===== src/hdl/sprcm_pkg.sv =====
// Shared types and constants for the stereo peak / RMS / clip level meter.
// No dependencies.
`timescale 1ns / 1ps

package sprcm_pkg;

   // Result field widths and limits
   localparam int LEVEL_W  = 24;
   localparam int CLIP_W   = 14;
   localparam int CLIP_MAX = 16383;

   // Square sum accumulator and root datapath
   localparam int SUM_W  = 64;
   localparam int ROOT_W = 32;

   // Divide and root sequencing
   localparam int STEP_W = 6;
   localparam logic [STEP_W-1:0] DIV_LAST  = 6'd63;
   localparam logic [STEP_W-1:0] ROOT_LAST = 6'd31;

   // Decoupling queue between front and back
   localparam int QUE_DEPTH  = 4;
   localparam int QUE_PTR_W  = 2;
   localparam int QUE_FILL_W = 3;

   // Control register map
   localparam int CSR_IDX_W = 2;
   localparam logic [CSR_IDX_W-1:0] CSR_LEFT_ENABLE  = 2'd0;
   localparam logic [CSR_IDX_W-1:0] CSR_RIGHT_ENABLE = 2'd1;

   // Per-pair classification passed from front to back
   typedef struct packed {
      logic en_left;
      logic en_right;
      logic clip_left;
      logic clip_right;
      logic last;
   } sprcm_flags_type;

endpackage


===== src/hdl/stereo_peak_rms_clip_meter_core.sv =====
// Top level of the stereo peak / RMS / clip level meter.
// Uses sprcm_pkg, sprcm_front, sprcm_queue and sprcm_back.
//
//   channel  direction  handshake            payload
//   req      in         req_valid/req_ready  sample_left, sample_right, last_in_block
//   rsp      out        rsp_valid/rsp_ready  peak_level, rms_level, clip_total
//   csr      in         csr_valid/csr_ready  csr_index, csr_data (always ready)
//
// Sample pairs are taken one per cycle while nothing stalls; the front pipeline
// has three stages and a four-entry queue feeds the back end, which accumulates
// one pair per cycle while ready. A pair marked last holds the back end for 64
// divide steps and 32 square root steps, then hand-off; empty blocks skip both.
// Reset is synchronous and clears all control state; there is no clearing pass.
// Either side may stall at any time; a pending result waits in the output register.
`timescale 1ns / 1ps

module stereo_peak_rms_clip_meter_core #(
   parameter int MAX_BLOCK   = 4096,
   parameter int SAMPLE_BITS = 24
) (
   input  logic                              clock,
   input  logic                              reset,
   input  logic                              req_valid,
   output logic                              req_ready,
   input  logic signed [SAMPLE_BITS-1:0]     req_sample_left,
   input  logic signed [SAMPLE_BITS-1:0]     req_sample_right,
   input  logic                              req_last_in_block,
   output logic                              rsp_valid,
   input  logic                              rsp_ready,
   output logic [sprcm_pkg::LEVEL_W-1:0]     rsp_peak_level,
   output logic [sprcm_pkg::LEVEL_W-1:0]     rsp_rms_level,
   output logic [sprcm_pkg::CLIP_W-1:0]      rsp_clip_total,
   input  logic                              csr_valid,
   output logic                              csr_ready,
   input  logic [sprcm_pkg::CSR_IDX_W-1:0]   csr_index,
   input  logic                              csr_data
);
   import sprcm_pkg::*;

   localparam int SQ_W    = 2 * SAMPLE_BITS;
   localparam int ENTRY_W = $bits(sprcm_flags_type) + 3 * SAMPLE_BITS + 3 * SQ_W + 1;

   logic                   left_enable_ff, left_enable_in;
   logic                   right_enable_ff, right_enable_in;

   logic                   fr_valid, fr_ready;
   sprcm_flags_type        fr_flags;
   logic [SAMPLE_BITS-1:0] fr_mag_left, fr_mag_right, fr_mag_max;
   logic [SQ_W-1:0]        fr_sq_left, fr_sq_right;
   logic [SQ_W:0]          fr_sq_both;

   logic                   bk_valid, bk_ready;
   sprcm_flags_type        bk_flags;
   logic [SAMPLE_BITS-1:0] bk_mag_left, bk_mag_right, bk_mag_max;
   logic [SQ_W-1:0]        bk_sq_left, bk_sq_right;
   logic [SQ_W:0]          bk_sq_both;

   logic [ENTRY_W-1:0]     que_in_data, que_out_data;

   // Control registers
   assign csr_ready = 1'b1;

   always_comb begin
      left_enable_in  = left_enable_ff;
      right_enable_in = right_enable_ff;
      if (csr_valid) begin
         unique case (csr_index)
            CSR_LEFT_ENABLE:  left_enable_in  = csr_data;
            CSR_RIGHT_ENABLE: right_enable_in = csr_data;
            default: begin
            end
         endcase
      end
   end

   always_ff @(posedge clock) begin
      if (reset) begin
         left_enable_ff  <= 1'b1;
         right_enable_ff <= 1'b1;
      end else begin
         left_enable_ff  <= left_enable_in;
         right_enable_ff <= right_enable_in;
      end
   end

   sprcm_front #(
      .SAMPLE_BITS (SAMPLE_BITS)
   ) u_front (
      .clock           (clock),
      .reset           (reset),
      .en_left         (left_enable_ff),
      .en_right        (right_enable_ff),
      .in_valid        (req_valid),
      .in_ready        (req_ready),
      .in_sample_left  (req_sample_left),
      .in_sample_right (req_sample_right),
      .in_last         (req_last_in_block),
      .out_valid       (fr_valid),
      .out_ready       (fr_ready),
      .out_flags       (fr_flags),
      .out_mag_left    (fr_mag_left),
      .out_mag_right   (fr_mag_right),
      .out_mag_max     (fr_mag_max),
      .out_sq_left     (fr_sq_left),
      .out_sq_right    (fr_sq_right),
      .out_sq_both     (fr_sq_both)
   );

   // Pack and unpack queue entries
   assign que_in_data = {fr_flags, fr_mag_left, fr_mag_right, fr_mag_max,
                         fr_sq_left, fr_sq_right, fr_sq_both};
   assign {bk_flags, bk_mag_left, bk_mag_right, bk_mag_max,
           bk_sq_left, bk_sq_right, bk_sq_both} = que_out_data;

   sprcm_queue #(
      .WIDTH (ENTRY_W)
   ) u_queue (
      .clock     (clock),
      .reset     (reset),
      .in_valid  (fr_valid),
      .in_ready  (fr_ready),
      .in_data   (que_in_data),
      .out_valid (bk_valid),
      .out_ready (bk_ready),
      .out_data  (que_out_data)
   );

   sprcm_back #(
      .MAX_BLOCK   (MAX_BLOCK),
      .SAMPLE_BITS (SAMPLE_BITS)
   ) u_back (
      .clock          (clock),
      .reset          (reset),
      .in_valid       (bk_valid),
      .in_ready       (bk_ready),
      .in_flags       (bk_flags),
      .in_mag_left    (bk_mag_left),
      .in_mag_right   (bk_mag_right),
      .in_mag_max     (bk_mag_max),
      .in_sq_left     (bk_sq_left),
      .in_sq_right    (bk_sq_right),
      .in_sq_both     (bk_sq_both),
      .out_valid      (rsp_valid),
      .out_ready      (rsp_ready),
      .out_peak_level (rsp_peak_level),
      .out_rms_level  (rsp_rms_level),
      .out_clip_total (rsp_clip_total)
   );

endmodule


===== src/hdl/sprcm_front.sv =====
// Front end of the level meter: accepts sample pairs, forms magnitudes,
// clip flags, squares and the pair sum over a three-stage pipeline. Uses sprcm_pkg.
`timescale 1ns / 1ps

module sprcm_front #(
   parameter int SAMPLE_BITS = 24
) (
   input  logic                              clock,
   input  logic                              reset,
   input  logic                              en_left,
   input  logic                              en_right,
   input  logic                              in_valid,
   output logic                              in_ready,
   input  logic signed [SAMPLE_BITS-1:0]     in_sample_left,
   input  logic signed [SAMPLE_BITS-1:0]     in_sample_right,
   input  logic                              in_last,
   output logic                              out_valid,
   input  logic                              out_ready,
   output sprcm_pkg::sprcm_flags_type        out_flags,
   output logic [SAMPLE_BITS-1:0]            out_mag_left,
   output logic [SAMPLE_BITS-1:0]            out_mag_right,
   output logic [SAMPLE_BITS-1:0]            out_mag_max,
   output logic [2*SAMPLE_BITS-1:0]          out_sq_left,
   output logic [2*SAMPLE_BITS-1:0]          out_sq_right,
   output logic [2*SAMPLE_BITS:0]            out_sq_both
);
   import sprcm_pkg::*;

   localparam logic [SAMPLE_BITS-1:0] UNITY = SAMPLE_BITS'(1) << (SAMPLE_BITS - 4);

   logic                       advance;
   logic [SAMPLE_BITS-1:0]     raw_left;
   logic [SAMPLE_BITS-1:0]     raw_right;

   logic                       a_valid_ff, a_valid_in;
   sprcm_flags_type            a_flags_ff, a_flags_in;
   logic [SAMPLE_BITS-1:0]     a_mag_left_ff, a_mag_left_in;
   logic [SAMPLE_BITS-1:0]     a_mag_right_ff, a_mag_right_in;

   logic                       b_valid_ff;
   sprcm_flags_type            b_flags_ff;
   logic [SAMPLE_BITS-1:0]     b_mag_left_ff, b_mag_right_ff;
   logic [SAMPLE_BITS-1:0]     b_mag_max_ff, b_mag_max_in;
   logic [2*SAMPLE_BITS-1:0]   b_sq_left_ff, b_sq_left_in;
   logic [2*SAMPLE_BITS-1:0]   b_sq_right_ff, b_sq_right_in;

   logic                       c_valid_ff;
   sprcm_flags_type            c_flags_ff;
   logic [SAMPLE_BITS-1:0]     c_mag_left_ff, c_mag_right_ff, c_mag_max_ff;
   logic [2*SAMPLE_BITS-1:0]   c_sq_left_ff, c_sq_right_ff;
   logic [2*SAMPLE_BITS:0]     c_sq_both_ff, c_sq_both_in;

   // Move the whole pipeline when the last stage is empty or drains
   assign advance  = !c_valid_ff || out_ready;
   assign in_ready = advance;

   // Stage A: magnitudes and clip classification
   always_comb begin
      raw_left          = in_sample_left;
      raw_right         = in_sample_right;
      a_valid_in        = in_valid;
      a_mag_left_in     = raw_left[SAMPLE_BITS-1] ? (~raw_left + SAMPLE_BITS'(1)) : raw_left;
      a_mag_right_in    = raw_right[SAMPLE_BITS-1] ? (~raw_right + SAMPLE_BITS'(1)) : raw_right;
      a_flags_in.en_left    = en_left;
      a_flags_in.en_right   = en_right;
      a_flags_in.clip_left  = a_mag_left_in > UNITY;
      a_flags_in.clip_right = a_mag_right_in > UNITY;
      a_flags_in.last       = in_last;
   end

   // Stage B: squares and larger magnitude
   always_comb begin
      b_sq_left_in  = a_mag_left_ff * a_mag_left_ff;
      b_sq_right_in = a_mag_right_ff * a_mag_right_ff;
      b_mag_max_in  = (a_mag_left_ff > a_mag_right_ff) ? a_mag_left_ff : a_mag_right_ff;
   end

   // Stage C: sum of both squares
   assign c_sq_both_in = {1'b0, b_sq_left_ff} + {1'b0, b_sq_right_ff};

   // Stage valid bits
   always_ff @(posedge clock) begin
      if (reset) begin
         a_valid_ff <= 1'b0;
         b_valid_ff <= 1'b0;
         c_valid_ff <= 1'b0;
      end else if (advance) begin
         a_valid_ff <= a_valid_in;
         b_valid_ff <= a_valid_ff;
         c_valid_ff <= b_valid_ff;
      end
   end

   // Stage payload
   always_ff @(posedge clock) begin
      if (advance) begin
         a_flags_ff     <= a_flags_in;
         a_mag_left_ff  <= a_mag_left_in;
         a_mag_right_ff <= a_mag_right_in;

         b_flags_ff     <= a_flags_ff;
         b_mag_left_ff  <= a_mag_left_ff;
         b_mag_right_ff <= a_mag_right_ff;
         b_mag_max_ff   <= b_mag_max_in;
         b_sq_left_ff   <= b_sq_left_in;
         b_sq_right_ff  <= b_sq_right_in;

         c_flags_ff     <= b_flags_ff;
         c_mag_left_ff  <= b_mag_left_ff;
         c_mag_right_ff <= b_mag_right_ff;
         c_mag_max_ff   <= b_mag_max_ff;
         c_sq_left_ff   <= b_sq_left_ff;
         c_sq_right_ff  <= b_sq_right_ff;
         c_sq_both_ff   <= c_sq_both_in;
      end
   end

   assign out_valid     = c_valid_ff;
   assign out_flags     = c_flags_ff;
   assign out_mag_left  = c_mag_left_ff;
   assign out_mag_right = c_mag_right_ff;
   assign out_mag_max   = c_mag_max_ff;
   assign out_sq_left   = c_sq_left_ff;
   assign out_sq_right  = c_sq_right_ff;
   assign out_sq_both   = c_sq_both_ff;

endmodule


===== src/hdl/sprcm_queue.sv =====
// Short first-in first-out queue between the front and back of the level meter.
// Uses sprcm_pkg for its depth.
`timescale 1ns / 1ps

module sprcm_queue #(
   parameter int WIDTH = 8
) (
   input  logic             clock,
   input  logic             reset,
   input  logic             in_valid,
   output logic             in_ready,
   input  logic [WIDTH-1:0] in_data,
   output logic             out_valid,
   input  logic             out_ready,
   output logic [WIDTH-1:0] out_data
);
   import sprcm_pkg::*;

   logic [WIDTH-1:0]      mem_ff [QUE_DEPTH];
   logic [QUE_PTR_W-1:0]  wr_ptr_ff, wr_ptr_in;
   logic [QUE_PTR_W-1:0]  rd_ptr_ff, rd_ptr_in;
   logic [QUE_FILL_W-1:0] fill_ff, fill_in;
   logic                  push;
   logic                  pop;

   assign in_ready  = fill_ff != QUE_FILL_W'(QUE_DEPTH);
   assign out_valid = fill_ff != '0;
   assign out_data  = mem_ff[rd_ptr_ff];
   assign push      = in_valid && in_ready;
   assign pop       = out_valid && out_ready;

   // Advance pointers and occupancy
   always_comb begin
      wr_ptr_in = push ? wr_ptr_ff + QUE_PTR_W'(1) : wr_ptr_ff;
      rd_ptr_in = pop ? rd_ptr_ff + QUE_PTR_W'(1) : rd_ptr_ff;
      fill_in   = fill_ff + QUE_FILL_W'(push) - QUE_FILL_W'(pop);
   end

   always_ff @(posedge clock) begin
      if (reset) begin
         wr_ptr_ff <= '0;
         rd_ptr_ff <= '0;
         fill_ff   <= '0;
      end else begin
         wr_ptr_ff <= wr_ptr_in;
         rd_ptr_ff <= rd_ptr_in;
         fill_ff   <= fill_in;
      end
   end

   // Store the incoming entry
   always_ff @(posedge clock) begin
      if (push) begin
         mem_ff[wr_ptr_ff] <= in_data;
      end
   end

endmodule


===== src/hdl/sprcm_back.sv =====
// Back end of the level meter: accumulates peak, square sum and counts per block,
// then runs a bit-serial divide and square root and holds the result. Uses sprcm_pkg.
`timescale 1ns / 1ps

module sprcm_back #(
   parameter int MAX_BLOCK   = 4096,
   parameter int SAMPLE_BITS = 24
) (
   input  logic                              clock,
   input  logic                              reset,
   input  logic                              in_valid,
   output logic                              in_ready,
   input  sprcm_pkg::sprcm_flags_type        in_flags,
   input  logic [SAMPLE_BITS-1:0]            in_mag_left,
   input  logic [SAMPLE_BITS-1:0]            in_mag_right,
   input  logic [SAMPLE_BITS-1:0]            in_mag_max,
   input  logic [2*SAMPLE_BITS-1:0]          in_sq_left,
   input  logic [2*SAMPLE_BITS-1:0]          in_sq_right,
   input  logic [2*SAMPLE_BITS:0]            in_sq_both,
   output logic                              out_valid,
   input  logic                              out_ready,
   output logic [sprcm_pkg::LEVEL_W-1:0]     out_peak_level,
   output logic [sprcm_pkg::LEVEL_W-1:0]     out_rms_level,
   output logic [sprcm_pkg::CLIP_W-1:0]      out_clip_total
);
   import sprcm_pkg::*;

   localparam int CNT_W = $clog2(2 * MAX_BLOCK + 1);
   localparam int SQ_W  = 2 * SAMPLE_BITS + 1;
   localparam logic [CNT_W-1:0]  COUNT_CAP = CNT_W'(2 * MAX_BLOCK);
   localparam logic [ROOT_W:0]   RMS_CAP   = (ROOT_W + 1)'(1) << (SAMPLE_BITS - 1);

   localparam logic [1:0] ST_ACCUM = 2'd0;
   localparam logic [1:0] ST_DIV   = 2'd1;
   localparam logic [1:0] ST_ROOT  = 2'd2;
   localparam logic [1:0] ST_DONE  = 2'd3;

   logic [1:0]              state_ff, state_in;
   logic [SAMPLE_BITS-1:0]  peak_ff, peak_in;
   logic [SUM_W-1:0]        sum_ff, sum_in;
   logic [CNT_W-1:0]        count_ff, count_in;
   logic [CNT_W-1:0]        clip_ff, clip_in;
   logic [LEVEL_W-1:0]      peak_res_ff, peak_res_in;
   logic [CLIP_W-1:0]       clip_res_ff, clip_res_in;
   logic [SUM_W-1:0]        quo_ff, quo_in;
   logic [CNT_W-1:0]        div_ff, div_in;
   logic [CNT_W-1:0]        rem_ff, rem_in;
   logic [ROOT_W-1:0]       rrem_ff, rrem_in;
   logic [ROOT_W-1:0]       root_ff, root_in;
   logic [STEP_W-1:0]       step_ff, step_in;
   logic                    out_valid_ff, out_valid_in;
   logic                    out_load;
   logic [LEVEL_W-1:0]      out_peak_ff;
   logic [LEVEL_W-1:0]      out_rms_ff;
   logic [CLIP_W-1:0]       out_clip_ff;

   // Accumulate path
   logic                    take_left, take_right;
   logic [CNT_W-1:0]        count_mid, count_acc, clip_acc;
   logic [SQ_W-1:0]         add_sel;
   logic [SAMPLE_BITS-1:0]  peak_cand, peak_acc;
   logic [SUM_W:0]          sum_wide;
   logic [SUM_W-1:0]        sum_acc;
   logic [CNT_W+CLIP_W-1:0] clip_ext;
   logic [CLIP_W-1:0]       clip_sat;

   // Divide and root steps
   logic [CNT_W:0]          div_shift, div_diff;
   logic                    div_ge;
   logic [ROOT_W+1:0]       root_shift, root_trial, root_diff;
   logic                    root_ge;
   logic [ROOT_W:0]         root_ext, rms_clamp;

   assign in_ready = state_ff == ST_ACCUM;

   // Decide which samples of the pair still fit under the count cap
   always_comb begin
      take_left  = in_flags.en_left && (count_ff < COUNT_CAP);
      count_mid  = count_ff + CNT_W'(take_left);
      take_right = in_flags.en_right && (count_mid < COUNT_CAP);
      count_acc  = count_mid + CNT_W'(take_right);
      clip_acc   = clip_ff + CNT_W'(take_left & in_flags.clip_left)
                           + CNT_W'(take_right & in_flags.clip_right);
      unique case ({take_left, take_right})
         2'b11: begin
            add_sel   = in_sq_both;
            peak_cand = in_mag_max;
         end
         2'b10: begin
            add_sel   = {1'b0, in_sq_left};
            peak_cand = in_mag_left;
         end
         2'b01: begin
            add_sel   = {1'b0, in_sq_right};
            peak_cand = in_mag_right;
         end
         default: begin
            add_sel   = '0;
            peak_cand = '0;
         end
      endcase
      // Saturating square sum
      sum_wide = (SUM_W + 1)'(sum_ff) + (SUM_W + 1)'(add_sel);
      sum_acc  = sum_wide[SUM_W] ? '1 : sum_wide[SUM_W-1:0];
      peak_acc = (peak_cand > peak_ff) ? peak_cand : peak_ff;
      clip_ext = (CNT_W + CLIP_W)'(clip_acc);
      clip_sat = (clip_ext > (CNT_W + CLIP_W)'(CLIP_MAX)) ? CLIP_W'(CLIP_MAX)
                                                          : CLIP_W'(clip_acc);
   end

   // One restoring divide step and one root step
   always_comb begin
      div_shift  = {rem_ff, quo_ff[SUM_W-1]};
      div_ge     = div_shift >= {1'b0, div_ff};
      div_diff   = div_shift - {1'b0, div_ff};
      root_shift = {rrem_ff, quo_ff[SUM_W-1:SUM_W-2]};
      root_trial = {root_ff, 2'b01};
      root_ge    = root_shift >= root_trial;
      root_diff  = root_shift - root_trial;
      root_ext   = {1'b0, root_ff};
      rms_clamp  = (root_ext > RMS_CAP) ? RMS_CAP : root_ext;
   end

   // Sequencer
   always_comb begin
      state_in     = state_ff;
      peak_in      = peak_ff;
      sum_in       = sum_ff;
      count_in     = count_ff;
      clip_in      = clip_ff;
      peak_res_in  = peak_res_ff;
      clip_res_in  = clip_res_ff;
      quo_in       = quo_ff;
      div_in       = div_ff;
      rem_in       = rem_ff;
      rrem_in      = rrem_ff;
      root_in      = root_ff;
      step_in      = step_ff;
      out_load     = 1'b0;
      out_valid_in = out_valid_ff && !out_ready;
      unique case (state_ff)
         ST_ACCUM: begin
            if (in_valid) begin
               if (in_flags.last) begin
                  // Close the block: latch results, clear totals, start the divide unless nothing was counted
                  peak_res_in = LEVEL_W'(peak_acc);
                  clip_res_in = clip_sat;
                  quo_in      = sum_acc;
                  div_in      = count_acc;
                  rem_in      = '0;
                  rrem_in     = '0;
                  root_in     = '0;
                  step_in     = '0;
                  peak_in     = '0;
                  sum_in      = '0;
                  count_in    = '0;
                  clip_in     = '0;
                  state_in    = (count_acc == '0) ? ST_DONE : ST_DIV;
               end else begin
                  peak_in  = peak_acc;
                  sum_in   = sum_acc;
                  count_in = count_acc;
                  clip_in  = clip_acc;
               end
            end
         end
         ST_DIV: begin
            quo_in  = {quo_ff[SUM_W-2:0], div_ge};
            rem_in  = div_ge ? div_diff[CNT_W-1:0] : div_shift[CNT_W-1:0];
            step_in = step_ff + STEP_W'(1);
            if (step_ff == DIV_LAST) begin
               step_in  = '0;
               state_in = ST_ROOT;
            end
         end
         ST_ROOT: begin
            quo_in  = {quo_ff[SUM_W-3:0], 2'b00};
            rrem_in = root_ge ? root_diff[ROOT_W-1:0] : root_shift[ROOT_W-1:0];
            root_in = {root_ff[ROOT_W-2:0], root_ge};
            step_in = step_ff + STEP_W'(1);
            if (step_ff == ROOT_LAST) begin
               state_in = ST_DONE;
            end
         end
         ST_DONE: begin
            // Hand off once the output register is free
            if (!out_valid_ff || out_ready) begin
               out_load     = 1'b1;
               out_valid_in = 1'b1;
               state_in     = ST_ACCUM;
            end
         end
         default: begin
            state_in = ST_ACCUM;
         end
      endcase
   end

   // Control and block totals
   always_ff @(posedge clock) begin
      if (reset) begin
         state_ff     <= ST_ACCUM;
         peak_ff      <= '0;
         sum_ff       <= '0;
         count_ff     <= '0;
         clip_ff      <= '0;
         step_ff      <= '0;
         out_valid_ff <= 1'b0;
      end else begin
         state_ff     <= state_in;
         peak_ff      <= peak_in;
         sum_ff       <= sum_in;
         count_ff     <= count_in;
         clip_ff      <= clip_in;
         step_ff      <= step_in;
         out_valid_ff <= out_valid_in;
      end
   end

   // Datapath registers
   always_ff @(posedge clock) begin
      peak_res_ff <= peak_res_in;
      clip_res_ff <= clip_res_in;
      quo_ff      <= quo_in;
      div_ff      <= div_in;
      rem_ff      <= rem_in;
      rrem_ff     <= rrem_in;
      root_ff     <= root_in;
      if (out_load) begin
         out_peak_ff <= peak_res_ff;
         out_rms_ff  <= LEVEL_W'(rms_clamp);
         out_clip_ff <= clip_res_ff;
      end
   end

   assign out_valid      = out_valid_ff;
   assign out_peak_level = out_peak_ff;
   assign out_rms_level  = out_rms_ff;
   assign out_clip_total = out_clip_ff;

endmodule


===== config.mk =====
export PLATFORM = sky130hd
export DESIGN_NAME = stereo_peak_rms_clip_meter_core
export DESIGN_NICKNAME = d
export VERILOG_FILES = /design/src/hdl/sprcm_pkg.sv /design/src/hdl/stereo_peak_rms_clip_meter_core.sv /design/src/hdl/sprcm_front.sv /design/src/hdl/sprcm_queue.sv /design/src/hdl/sprcm_back.sv
export SDC_FILE = /design/constraint.sdc
export NUM_CORES = 2
export LEC_CHECK = 0
export CORE_MARGIN = 5
export CORE_UTILIZATION = 45
export CTS_CLUSTER_DIAMETER = 200
export DETAILED_ROUTE_END_ITERATION = 10
export DONT_BUFFER_PORTS = 1
export GPL_TIMING_DRIVEN = 0
export SYNTH_ARGS = -nofsm -noshare
export SYNTH_HDL_FRONTEND = slang
export SYNTH_SLANG_ARGS = --single-unit

===== constraint.sdc =====
create_clock -name clock -period 32.2 [get_ports clock]
set_input_delay 0 -clock clock [delete_from_list [all_inputs] [get_ports clock]]
set_output_delay 0 -clock clock [all_outputs]
set_load 0.02 [all_outputs]

==> metrics.md <==
| Metric | Value |
|---|---|
| Run status | `finished clean` |
| Sequential fraction of the synthesis area | `a little under half` |
| Clk slew on worst S/H paths | `0.07 ns` |
| CTS tree | `yes` |
| Global-route wire length before repair | `416 mm` |
| Initial Util | `about 45%` |
| Async S/R FF share, synth | `0%` |
| Post-synth EDFFs | `1568` |
| Core box area | `between 200000 and 250000 µm²` |
| Area growth from synthesis to layout | `11.1%` |
| Main combinational cell family by area after synthesis | `adder cells` |
| DP HPWL | `206 mm` |
| Wire per inst | `23.2 µm` |
| Critical path class | `flip-flop to flip-flop` |
| Detailed Route WL | `272 mm` |
| Nets@finish | `10000` |
| Final worst path period share | `35.6%` |
| Type of origin of the critical path | `flip-flop` |
| # setup viols final | `0` |
| Reg2Reg Setup Slack | `20.72 ns` |
| Max Fclk | `87.1 MHz` |
| Layout cell share with drive strength beyond 1 | `6.91%` |
| Post-CTS resize count | `0` |
| Fin crit period | `11.48 ns` |
| Post-CTS setup buffer count | `0` |
| Synth Flop Type | `edfxtp_1` |
| Critical path's largest stage delay | `0.80 ns` |
| Area contributors post-synth | `edfxtp_1 (45%), fa_1 (16%), ha_1 (6.7%), inv_1 (4.7%), mux4_2 (4.7%)` |
| Width of the die | `492 µm` |
| Slew Limit Fails | `0` |
| Worst path arrival time | `12.13 ns` |
| Max-Cap Viols | `0` |
| Post-Synth XOR/XNOR Area | `2.64%` |
| Max clock buf depth | `3` |
| Top Ports | `122` |
| Die footprint | `242000 µm²` |
| Hold WS | `0.0637 ns` |
| Yosys top cell area share | `45.1%` |
| Initial DRC Count | `5212` |
| Port buffer count | `0` |
| Post-synthesis mux area share | `5.95%` |
| Routed via count | `64700` |
| Tightest Hold Check Type | `input pin to flip-flop` |
| Vias per inst | `roughly 5.5` |
| Critical path peak fanout | `10` |
| CP endpoint kind | `flip-flop` |
| Largest area contributor in the netlist | `edfxtp_1` |
| Max H-tree Level | `4` |
| #FFs+latches synth | `between 1500 and 2000` |
| Synth Area in Compound Gates | `7.08%` |
| Syn_area_per_cell | `roughly 13 µm²` |
| Adder-cell share of the synthesized area | `a little under a quarter` |
| Total CTS buffers | `178` |
| Root buf cell | `clkbuf_16` |
| Synthesized Nets | `9706` |
| Post-route ant nets | `0` |
| 1st-pass router iterations | `6` |
| DRC | `0` |
| RSZ-0062 raised after global routing | `no` |
| Initial antenna violation count | `27` |
| YS warnings | `0` |
| Clock sink count | `1707` |
| Clk Latency, worst-skew pair | `about 0.86 ns` |
| Largest net degree at the start of global routing | `approximately 120` |
| Total track usage | `between 20% and 30%` |
| Cells after Synth | `8239` |
| Most frequent cells after synthesis | `edfxtp_1 (1568), inv_1 (1319), fa_1 (848)` |
| Max transition margin | `11.5%` |
| Critical Path RT | `32.85 ns` |
| Die Ht | `492 µm` |
| Hold Buf Count CTS | `118` |
| Worst-Margin Slew | `1.32 ns` |
| Post-synth design cell area | `between 100000 and 150000 µm²` |
| Setup TNS | `0 ns` |
| Num rows | `176` |
| Layout fillers | `20000` |
| Crit-path slowest cell | `nor3_2` |
| GP Congestion | `0.944` |
| Vias in the first global route | `67500` |
| Total congestion overflow | `0` |
| Synth Area in Simple Gates | `~7.6%` |
| Worst Skew | `a little under 0.1 ns` |
| Final Hold Vio Count | `0` |
| Post-synth cell types | `96` |
| CP dominant cell by count | `buf_2` |
| Most frequent cell after synthesis | `edfxtp_1` |
==> stage by stage <==
| stage | cells | cell area, µm² | worst slack [ns] | util (%) |
|---|---|---|---|---|
| finish | 11800 | 116000 | 20.72 | 50.3 |
| global route | 11700 | 116000 | 20.06 | 50.3 |
| CTS | 11700 | 116000 | 20.46 | 50.3 |
| detailed placement | 11300 | 109000 | 20.55 | 47.2 |
| global placement | 11300 | 108000 | 17.10 | 46.9 |
| floorplan | 8239 | 104000 | 21.99 | - |
==> worst paths after layout <==
| check | start | endpoint | depth (start not counted) |
|---|---|---|---|
| max | flip-flop | u_back.quo_ff[48]$_DFFE_PP_ | 32 |
| min | req_sample_left[4] | u_front.a_flags_ff[2]$_DFFE_PP_ | 7 |
| max reg2reg | flip-flop | u_back.quo_ff[48]$_DFFE_PP_ | 32 |
| min reg2reg | u_back.clip_res_ff[7]$_DFFE_PP_ | u_back.out_clip_total[7]$_DFFE_PP_ | 0 |
==> registers in the layout (all words and copies together), names as in the netlist, 47 cells and up, named ones only <==
| signal | cells |
|---|---|
| u_back.sum_ff | 64 |
| u_front.b_sq_left_ff | 47 |
| u_front.out_sq_both | 49 |
| u_front.b_sq_right_ff | 47 |
| u_queue.mem_ff | 872 |
| u_back.quo_ff | 64 |
| u_front.out_sq_right | 47 |
| u_front.out_sq_left | 47 |
==> kinds of logic after synthesis <==
| family | after synthesis |
|---|---|
| compound gates | 1153 |
| fa+ha+maj | 1410 |
| flops | 1707 |
| xor+xnor | 314 |
| buf+inv | 1647 |
| other cells | 1 |
| mux | 346 |
| simple gates | 1661 |
==> placed cells by master (no fill, tap or decap), types with 29 or more instances in the layout <==
master            n
dfxtp_1         139
nor2b_1          71
nor3_1           52
inv_1          1317
a22o_1           33
mux2i_1         109
and3_1           44
a31oi_1          34
nor2_1          392
a22oi_1          56
xor2_1          110
and2_1          195
xnor2_1         204
nand3_1         150
clkbuf_1        306
a211oi_1         32
a21o_1          146
clkinv_1         34
nand2_1         557
ha_1            562
fa_1            848
nand4_1          50
o21bai_1         29
nand2b_1         33
edfxtp_1       1568
clkbuf_16       180
mux4_2          217
a221oi_1         45
dlygate4sd3_1   118
o21ai_0         298
clkinv_2         31
a21oi_1         298
==> routing by layer <==
layer  GRT usage, %  routed length, µm
met5              0                147
met4           7.13               9400
met3           3.77              17500
met2           36.7             127000
met1           31.5             118000
==> worst max-delay path: cells and delay by family, from the launching register on <==
family / cells / cell delay, ns
buffers and inverters: 9 / 4.61
XOR/XNOR: 1 / 0.17
multiplexers: 1 / 0.35
AND/OR/NAND/NOR: 11 / 3.31
adder cells (fa/ha/maj): 2 / 0.65
flip-flops: 1 / 0.38
AO/OA/AOI/OAI: 8 / 1.78
==> final cells by class <==
class,count,area (µm²),share of cell area [%]
plain buffers,321,1250,1.07
repair buffers,142,1800,1.55
clock inverters,108,1240,1.07
well taps,3026,3790,3.27
inverters,1326,4980,4.30
flip-flops and latches,1707,49900,43.0
diodes,13,32.5,0.0281
clock buffers,223,4710,4.06
multi-input cells,4885,48300,41.6
Power is left out: the tool's default activity adds up to more than one toggle a clock period on the data nets, which glitch-free logic cannot reach.
